--- src/rtl/core/psvs_pkg.sv ---
// Package for the polyphonic sine voice synth: request codes, queue word type,
// note frequency table and helpers. Used by every module under rtl/core but psvs_ram.
package psvs_pkg;

	localparam logic [1:0] REQ_NOTE_ON  = 2'd0;
	localparam logic [1:0] REQ_NOTE_OFF = 2'd1;
	localparam logic [1:0] REQ_TICK     = 2'd2;
	localparam logic [1:0] REQ_UNUSED   = 2'd3;

	localparam logic [1:0] CFG_INC_PER_HZ   = 2'd0;
	localparam logic [1:0] CFG_ATTACK_STEP  = 2'd1;
	localparam logic [1:0] CFG_RELEASE_STEP = 2'd2;

	localparam int CFG_W = 24;
	localparam int SAMPLE_W = 19;

	// Classified request word passed from front to back
	typedef struct packed {
		logic [1:0]  kind;
		logic [6:0]  note;
		logic [15:0] target;
	} cmd_t;

	// Top octave note frequencies, Hz in Q8
	function automatic logic [21:0] top_octave_q8(input logic [3:0] idx);
		logic [21:0] f;
		unique case (idx)
			4'd0: f = 22'd2143237;
			4'd1: f = 22'd2270680;
			4'd2: f = 22'd2405702;
			4'd3: f = 22'd2548752;
			4'd4: f = 22'd2700309;
			4'd5: f = 22'd2860878;
			4'd6: f = 22'd3030994;
			4'd7: f = 22'd3211227;
			4'd8: f = 22'd3402176;
			4'd9: f = 22'd3604480;
			4'd10: f = 22'd3818814;
			4'd11: f = 22'd4045892;
			default: f = 22'd0;
		endcase
		return f;
	endfunction

	// Frequency in Q8 for a MIDI note (octave shift with round half up)
	function automatic logic [21:0] note_freq(input logic [6:0] note);
		logic [12:0] oct_prod;
		logic [3:0]  oct;
		logic [3:0]  semi;
		logic [3:0]  shift;
		logic [21:0] f;
		logic [22:0] sum;
		// Octave as note * 43 / 512, exact for notes 0..127
		oct_prod = 13'(note) * 13'd43;
		oct = oct_prod[12:9];
		semi = 4'(note - 7'(oct) * 7'd12);
		shift = 4'd10 - oct;
		f = top_octave_q8(semi);
		sum = {1'b0, f};
		if (shift != 4'd0) begin
			sum = sum + (23'd1 << (shift - 4'd1));
		end
		return 22'(sum >> shift);
	endfunction

	// Target level from velocity: (vel * 22938 + 63) / 127
	// split as vel * 180 + (vel * 78 + 63) / 127, the remainder part by reciprocal
	function automatic logic [15:0] vel_target(input logic [6:0] vel);
		logic [13:0] rem_num;
		logic [27:0] rem_prod;
		rem_num = 14'(vel) * 14'd78 + 14'd63;
		rem_prod = 28'(rem_num) * 28'd8257;
		return 16'(vel) * 16'd180 + 16'(rem_prod[27:20]);
	endfunction

	// Quarter-wave polynomial sine entry, Q1.15, elaboration-time table build
	function automatic logic signed [15:0] sine_entry(input int i, input int ib);
		longint unsigned quarter;
		longint unsigned quad;
		longint unsigned r;
		longint unsigned num;
		longint unsigned t;
		longint unsigned t2;
		longint unsigned p;
		longint unsigned s;
		longint unsigned v;
		longint unsigned c [6];
		c[0] = 64'd1686629713; c[1] = 64'd693598667; c[2] = 64'd85569306;
		c[3] = 64'd5026994; c[4] = 64'd172273; c[5] = 64'd3864;
		quarter = 64'd1 << (ib - 2);
		quad = (64'(i) >> (ib - 2)) & 64'd3;
		r = 64'(i) & (quarter - 64'd1);
		num = quad[0] ? (quarter - r) : r;
		t = (num << 30) >> (ib - 2);
		t2 = (t * t) >> 30;
		p = c[5];
		for (int k = 4; k >= 0; k--) begin
			p = c[k] - ((p * t2) >> 30);
		end
		s = (p * t) >> 30;
		v = (s * 64'd32767 + (64'd1 << 29)) >> 30;
		if (v > 64'd32767) begin
			v = 64'd32767;
		end
		return quad[1] ? -16'(v) : 16'(v);
	endfunction

endpackage

--- src/rtl/core/psvs_front.sv ---
// Front end: takes request words, drops unused codes, computes note-on target
// and pushes classified words into a two-entry queue. Depends on psvs_pkg.
module psvs_front import psvs_pkg::*; (
	input  logic       clk,
	input  logic       arst_n,
	input  logic       in_valid,
	output logic       in_stall,
	input  logic [1:0] req_type,
	input  logic [6:0] note,
	input  logic [6:0] velocity,
	output logic       cmd_valid,
	output cmd_t       cmd,
	input  logic       cmd_pop
);
	cmd_t       fifo_q [2];
	logic       wptr_q;
	logic       rptr_q;
	logic [1:0] count_q;
	logic       push;
	logic       accept;

	assign in_stall = (count_q == 2'd2);
	assign accept = in_valid && !in_stall;
	assign push = accept && (req_type != REQ_UNUSED);
	assign cmd_valid = (count_q != 2'd0);
	assign cmd = fifo_q[rptr_q];

	// Write classified word
	always_ff @(posedge clk) begin
		if (push) begin
			fifo_q[wptr_q] <= '{kind: req_type, note: note, target: vel_target(velocity)};
		end
	end

	// Advance queue pointers
	always_ff @(posedge clk or negedge arst_n) begin
		if (!arst_n) begin
			wptr_q <= 1'b0;
			rptr_q <= 1'b0;
			count_q <= 2'd0;
		end else begin
			if (push) wptr_q <= !wptr_q;
			if (cmd_pop) rptr_q <= !rptr_q;
			count_q <= 2'(count_q + {1'b0, push} - {1'b0, cmd_pop});
		end
	end

	a_no_overflow: assert property (@(posedge clk) disable iff (!arst_n)
		count_q <= 2'd2) else $error("queue overflow");
	a_pop_nonempty: assert property (@(posedge clk) disable iff (!arst_n)
		cmd_pop |-> cmd_valid) else $error("pop from empty queue");
	a_full_stalls: assert property (@(posedge clk) disable iff (!arst_n)
		(count_q == 2'd2) |-> !push) else $error("push while full");
endmodule

--- config.mk ---
export PLATFORM = sky130hd
export DESIGN_NAME = psvs_front
export DESIGN_NICKNAME = d
export VERILOG_FILES = /design/src/rtl/core/psvs_pkg.sv /design/src/rtl/core/psvs_front.sv
export SDC_FILE = /design/constraint.sdc
export NUM_CORES = 1
export LEC_CHECK = 0
export BUFFER_PORTS_ARGS = -buffer_cell sky130_fd_sc_hd__buf_2
export CAP_MARGIN = 20
export CORE_ASPECT_RATIO = 1.5
export CORE_MARGIN = 1.5
export CORE_UTILIZATION = 55
export DETAILED_ROUTE_END_ITERATION = 12
export PLACE_DENSITY = 0.75
export SLEW_MARGIN = 20
export SYNTH_ARGS = -nofsm -noshare
export SYNTH_HDL_FRONTEND = slang
export SYNTH_SLANG_ARGS = --single-unit
--- constraint.sdc ---
create_clock -name clk -period 2.5 [get_ports clk]
set_input_delay 0.125 -clock clk [delete_from_list [all_inputs] [get_ports clk]]
set_output_delay 0.125 -clock clk [all_outputs]
set_load 0.005 [all_outputs]
==> results.py, run 1 <==
metrics = {
    "yosys": {
        "seq_area_frac_synth": 0.3223,
        "avgSynthCellArea_um2": 11.14,
        "synth_edf_count": 50,
        "synth.area.top_cells": "edfxtp_1 30%, ha_1 23%, fa_1 7.3%",
        "synth_top_cell_by_area": "edfxtp_1",
        "yosys_register_bits": 54,
        "synth_top_area_share": 0.3022,
        "yosysMostFrequentCell": "ha_1",
        "synth_area_mm2": 0.004969,
        "yosys_warnings": 0,
        "netlist_instances": 446,
        "syn-num-nets": 576,
        "netlist_top_cells_count": "92 x ha_1, 63 x inv_1, 50 x edfxtp_1",
        "synth_cell_types": 55,
        "synth_flop_cell": "edfxtp_1",
        "synthArstFlopShare": 0.07407,
    },
    "timing": {
        "period_needed_ns": 6.999,
        "finClkSkew_ns": 0.003445,
        "rsz0062_at_grt": "yes",
        "fmax_ghz": 0.1429,
        "maxSlewHeadroom": 0.7148,
        "setup_slack_ns": -4.499,
        "holdWs_ns": 0.03234,
        "worst-slew-pin-transition_ns": 0.4247,
        "min_period_over_period": 2.800,
        "drv_slew": 0,
        "hold_viol": 0,
        "setup_violations": 32,
    },
    "global_route": {
        "overflow": 0,
        "grt_usage": 0.2839,
        "grt_max_degree": 23,
        "antenna_found_initial": 0,
        "grt_pass1_vias": 4524,
        "grt_pass1_wl_mm": 20.96,
    },
    "setup_path": {
        "crit_type": "primary input to flip-flop",
        "critPathLaunch": "velocity[6]",
        "cp.arrival_ns": 7.02,
        "reg2reg_from": "count_q[1]$_DFF_PN0_",
        "endpoint_kind": "flip-flop",
        "cp.required_ns": 2.52,
        "path_delay_family": "adder cells",
        "critPathMaxFanout": 5,
        "critPathMaxStageDelay_ns": 0.55,
        "cp-start-kind": "primary input",
        "crit_buf_inv": 7,
        "cpMaxStageDelayCell": "fa_1",
    },
    "detailed_routing": {
        "drtAntennaViolNets": 0,
        "drt-wirelength-per-cell_um": 18.48,
        "drt-total-wl_mm": 13.51,
        "dr.first_iter.drc_count": 255,
        "firstDrtPassIters": 4,
        "vias": 4091,
        "drc_errors": 0,
        "vias_per_cell": 5.596,
    },
    "outcome": {
        "status": "finished, violations left",
        "violations": "setup timing",
    },
    "floorplanning": {
        "rows": 42,
        "num_io_pins": 47,
        "start_util": 0.5662,
        "dieArea_mm2": 0.009625,
        "dieWidth_um": 80.61,
        "die_h_um": 119.4,
        "core_area_mm2": 0.008776,
    },
    "pwr": {
        "max-vdd-ir-drop_uv": 1093,
        "power.density_mw_per_mm2": 1472,
        "power.total_mw": 10.56,
        "p_leak_nw": 3.288,
    },
    "hold_path": {
        "worstHoldStart": "note[3]",
        "worst_hold_path_type": "primary input to flip-flop",
    },
    "placement": {
        "io_buffers": 46,
        "place_inst": 707,
        "place_congestion": 0.8803,
        "hpwl_mm": 9.218,
    },
    "clock_network": {
        "cts_tree": "yes",
        "clk_pin_slew_worst_paths_ns": 0.07,
        "cts_root_buf": "clkbuf_16",
        "worst_skew_pair.late_latency_ns": 0.29,
        "clock_path_buffers": 2,
        "cts_max_level": 2,
        "numCtsBuffers": 5,
        "clock-sinks": 54,
    },
    "flow_run": {
        "maxCapViolations": 0,
    },
    "layout": {
        "area_delta_synth_final_pct": 44.37,
        "stdcell_count": 731,
        "final_layout_size_suffix_gt1_frac": 0.5072,
        "antenna_cells": 0,
        "fin_nets": 750,
        "fin_util": 0.8174,
    },
}
registers in the layout, indices dropped and copies added (netlist names):
| register | count |
|---|---|
| count_q | 2 |
| fifo_q | 50 |
| wptr_q | 1 |
| rptr_q | 1 |
cell type report:
class / instances / area [µm²]
multi-input combinational: 326 / 3810
fill: 486 / 1603
sequential: 54 / 1602
timing repair buffer: 170 / 1231
inverter: 63 / 246.5
tap: 110 / 137.6
clock buffer: 5 / 125.1
clock inverter: 3 / 21.27
cell families after synthesis:
kind of cell	synth area share
adder cells (fa/ha/maj)	0.3042
AND/OR/NAND/NOR	0.09897
buffers and inverters	0.04986
AO/OA/AOI/OAI	0.08336
flip-flops	0.3223
XOR/XNOR	0.08461
multiplexers	0.05666
cell usage in the layout, fill, tap and decap left out, types with 4 or more instances in the layout:
cell type / count
inv_1: 51
and2_1: 6
nand2_2: 4
buf_4: 115
o21bai_1: 4
a21oi_2: 4
ha_4: 24
xor2_2: 4
edfxtp_1: 50
mux2_2: 25
o21ai_0: 4
dfrtp_1: 4
xnor2_2: 9
nor2_1: 15
a21oi_1: 13
nor3_1: 4
buf_6: 6
a21o_1: 8
fa_1: 15
clkbuf_16: 5
ha_1: 68
xor2_1: 10
inv_2: 9
nor2_2: 10
xnor2_4: 5
xnor2_1: 13
buf_2: 44
nand4_1: 5
nand2_1: 10
power by group:
part           switching [mW]  total [mW]  internal, mW
logic                    3.93        8.20          4.27
clock network           0.321       0.693         0.372
registers               0.108        1.66          1.56
repair_timing:
item,CTS,global route
hold buffers,1,0
cloned,0,0
setup buffers,17,10
endpoints found under the setup margin,32,32
hold endpoints to repair,4,0
gates resized for setup,67,26
pin swaps,54,38
stage by stage:
stage / setup WS [ns] / area (µm²) / TNS [ns]
after global routing: -4.740 / 7173 / -133.67
after floorplan: -4.273 / 5278 / -120.81
final: -4.499 / 7173 / -126.64
after global placement: -4.651 / 6450 / -132.74
after detailed placement: -4.977 / 6450 / -141.39
after CTS: -4.383 / 7037 / -124.27
worst paths after layout:
check | to | slack, ns | cells after the start
setup / recovery | fifo_q[1][13]$_DFFE_PP_ | -4.50 | 37
hold reg to reg | count_q[1]$_DFF_PN0_ | 0.53 | 1
min in group asynchronous | count_q[0]$_DFF_PN0_ | 0.21 | 2
setup reg to reg | count_q[1]$_DFF_PN0_ | 0.60 | 8
max in group asynchronous | wptr_q$_DFFE_PN0P_ | 2.16 | 2
hold / removal | fifo_q[0][19]$_DFFE_PP_ | 0.03 | 1
layer usage:
layer  global-route usage  share of wire  vias up
met2               0.5678           0.59      128
li1                     -              -     1922
met4               0.1530          0.048        0
met5                    0              0        -
met3              0.02605          0.036       47
met1               0.2670           0.32     1994
No activity file was read; power rests on OpenSTA's default activity.
==> inputs of run 2 (changes only) <==
- HOLD_SLACK_MARGIN: unset -> 0.08
==> results.py, run 2 (same netlist as run 1, synthesis figures left out) <==
metrics = {
    "pwr": {
        "max-vdd-ir-drop_uv": 1097,
        "power.total_mw": 10.61,
        "p_leak_nw": 3.330,
        "power.density_mw_per_mm2": 1458,
    },
    "setup_path": {
        "cpMaxStageDelayCell": "fa_1",
        "critPathMaxStageDelay_ns": 0.55,
        "cp.required_ns": 2.52,
        "cp-start-kind": "primary input",
        "endpoint_kind": "flip-flop",
        "crit_type": "primary input to flip-flop",
        "critPathMaxFanout": 5,
        "cp.arrival_ns": 7.03,
    },
    "layout": {
        "reg_top3": "fifo_q (50), count_q (2)",
        "area_delta_synth_final_pct": 46.39,
        "num-fill-cells": 463,
        "final_cell_mix": "115 x buf_4, 68 x ha_1, 51 x inv_1",
        "largest_reg_flops": 50,
        "fin_nets": 760,
        "stdcell_count": 741,
        "fin_util": 0.8288,
        "layout_commonest_cell": "buf_4",
        "final_layout_size_suffix_gt1_frac": 0.4992,
        "top_register": "fifo_q",
        "stdcell_area_mm2": 0.007273,
        "multi_input_area_mm2": 0.003810,
        "antenna_cells": 0,
        "seqCellArea_mm2": 0.001602,
    },
    "detailed_routing": {
        "drc_errors": 0,
        "drtAntennaViolNets": 0,
        "firstDrtPassIters": 4,
        "drt-total-wl_mm": 13.71,
        "vias_per_cell": 5.619,
        "drt-wirelength-per-cell_um": 18.51,
        "dr.first_iter.drc_count": 224,
        "vias": 4164,
    },
    "hold_path": {
        "worst_hold_path_type": "primary input to async pin",
    },
    "global_route": {
        "overflow": 0,
        "grt_max_degree": 23,
        "grt_pass1_wl_mm": 21.09,
        "antenna_found_initial": 0,
        "grt_pass1_vias": 4591,
        "grt_usage": 0.2859,
    },
    "clock_network": {
        "clock-sinks": 54,
        "clk_pin_slew_worst_paths_ns": 0.07,
        "cts_root_buf": "clkbuf_16",
        "cts_tree": "yes",
        "clock_path_buffers": 2,
        "worst_skew_pair.late_latency_ns": 0.29,
        "numCtsBuffers": 5,
        "cts_max_level": 2,
    },
    "placement": {
        "place_inst": 707,
        "hpwl_mm": 9.218,
        "place_congestion": 0.8803,
        "place_ws_ns": -4.977,
        "io_buffers": 46,
        "place_area_mm2": 0.006450,
    },
    "floorplanning": {
        "die_h_um": 119.4,
        "start_util": 0.5662,
        "rows": 42,
        "core_area_mm2": 0.008776,
        "num_io_pins": 47,
        "dieWidth_um": 80.61,
        "dieArea_mm2": 0.009625,
    },
    "timing": {
        "maxSlewHeadroom": 0.7117,
        "setup_violations": 32,
        "fin_setup_tns_ns": -126.86,
        "fmax_ghz": 0.1427,
        "drv_slew": 0,
        "period_needed_ns": 7.006,
        "finClkSkew_ns": 0.004978,
        "rsz0062_at_grt": "yes",
        "min_period_over_period": 2.803,
        "hold_viol": 0,
        "setup_slack_ns": -4.506,
        "worst-slew-pin-transition_ns": 0.4294,
        "holdWs_ns": 0.2120,
    },
    "flow_run": {
        "maxCapViolations": 0,
    },
    "outcome": {
        "status": "finished, violations left",
        "violations": "setup timing",
    },
}
## run 2: changes by cell type in the layout (fill, tap and decap cells not counted)
cell | previous run | this run
dlygate4sd3_1 | 1 | 11
## run 2: where the power goes
part | switching, mW | internal [mW]
clock | 0.324 | 0.372
sequential | 0.111 | 1.56
combinational | 3.95 | 4.29
total | 4.39 | 6.22
## run 2: worst paths after layout
path	startpoint	end	slack (ns)	cells after the start
hold / removal	arst_n	count_q[0]$_DFF_PN0_	0.21	2
max in group asynchronous	arst_n	wptr_q$_DFFE_PN0P_	2.16	2
hold reg to reg	count_q[1]$_DFF_PN0_	count_q[1]$_DFF_PN0_	0.54	1
setup reg to reg	count_q[1]$_DFF_PN0_	count_q[1]$_DFF_PN0_	0.57	8
min in group clk	in_valid	wptr_q$_DFFE_PN0P_	0.26	3
setup / recovery	velocity[6]	fifo_q[1][13]$_DFFE_PP_	-4.51	37
## run 2: per-layer routing
layer  part of all wire  wire, µm  global-route usage  vias to the layer above
li1                   -         -                   -                     1943
met1               0.33      4564              0.2676                     2048
met4              0.050       681              0.1659                        0
met3              0.028       382             0.02605                       52
met2               0.59      8085              0.5672                      121
met5                  0         0                   0                        -
## run 2: layout make-up
cell class,count,area share
multi-input cells,326,0.5238
well taps,110,0.01892
clock inverters,3,0.002924
repair buffers,180,0.1830
inverters,63,0.03389
flip-flops and latches,54,0.2202
clock buffers,5,0.01720
## run 2: what timing repair did
action / CTS / global route
resized for setup: 67 / 26
endpoints found under the hold margin: 23 / 0
hold buffers: 11 / 0
setup buffers: 17 / 10
pin swaps: 54 / 38
setup endpoints to repair: 32 / 32
## run 2: worst max-delay path, delay by kind of cell
kind / cells / cell delay (ns)
fa+ha+maj: 8 / 2.44
xor+xnor: 3 / 0.53
simple gates: 8 / 0.94
compound gates: 11 / 2.14
buf+inv: 7 / 0.84
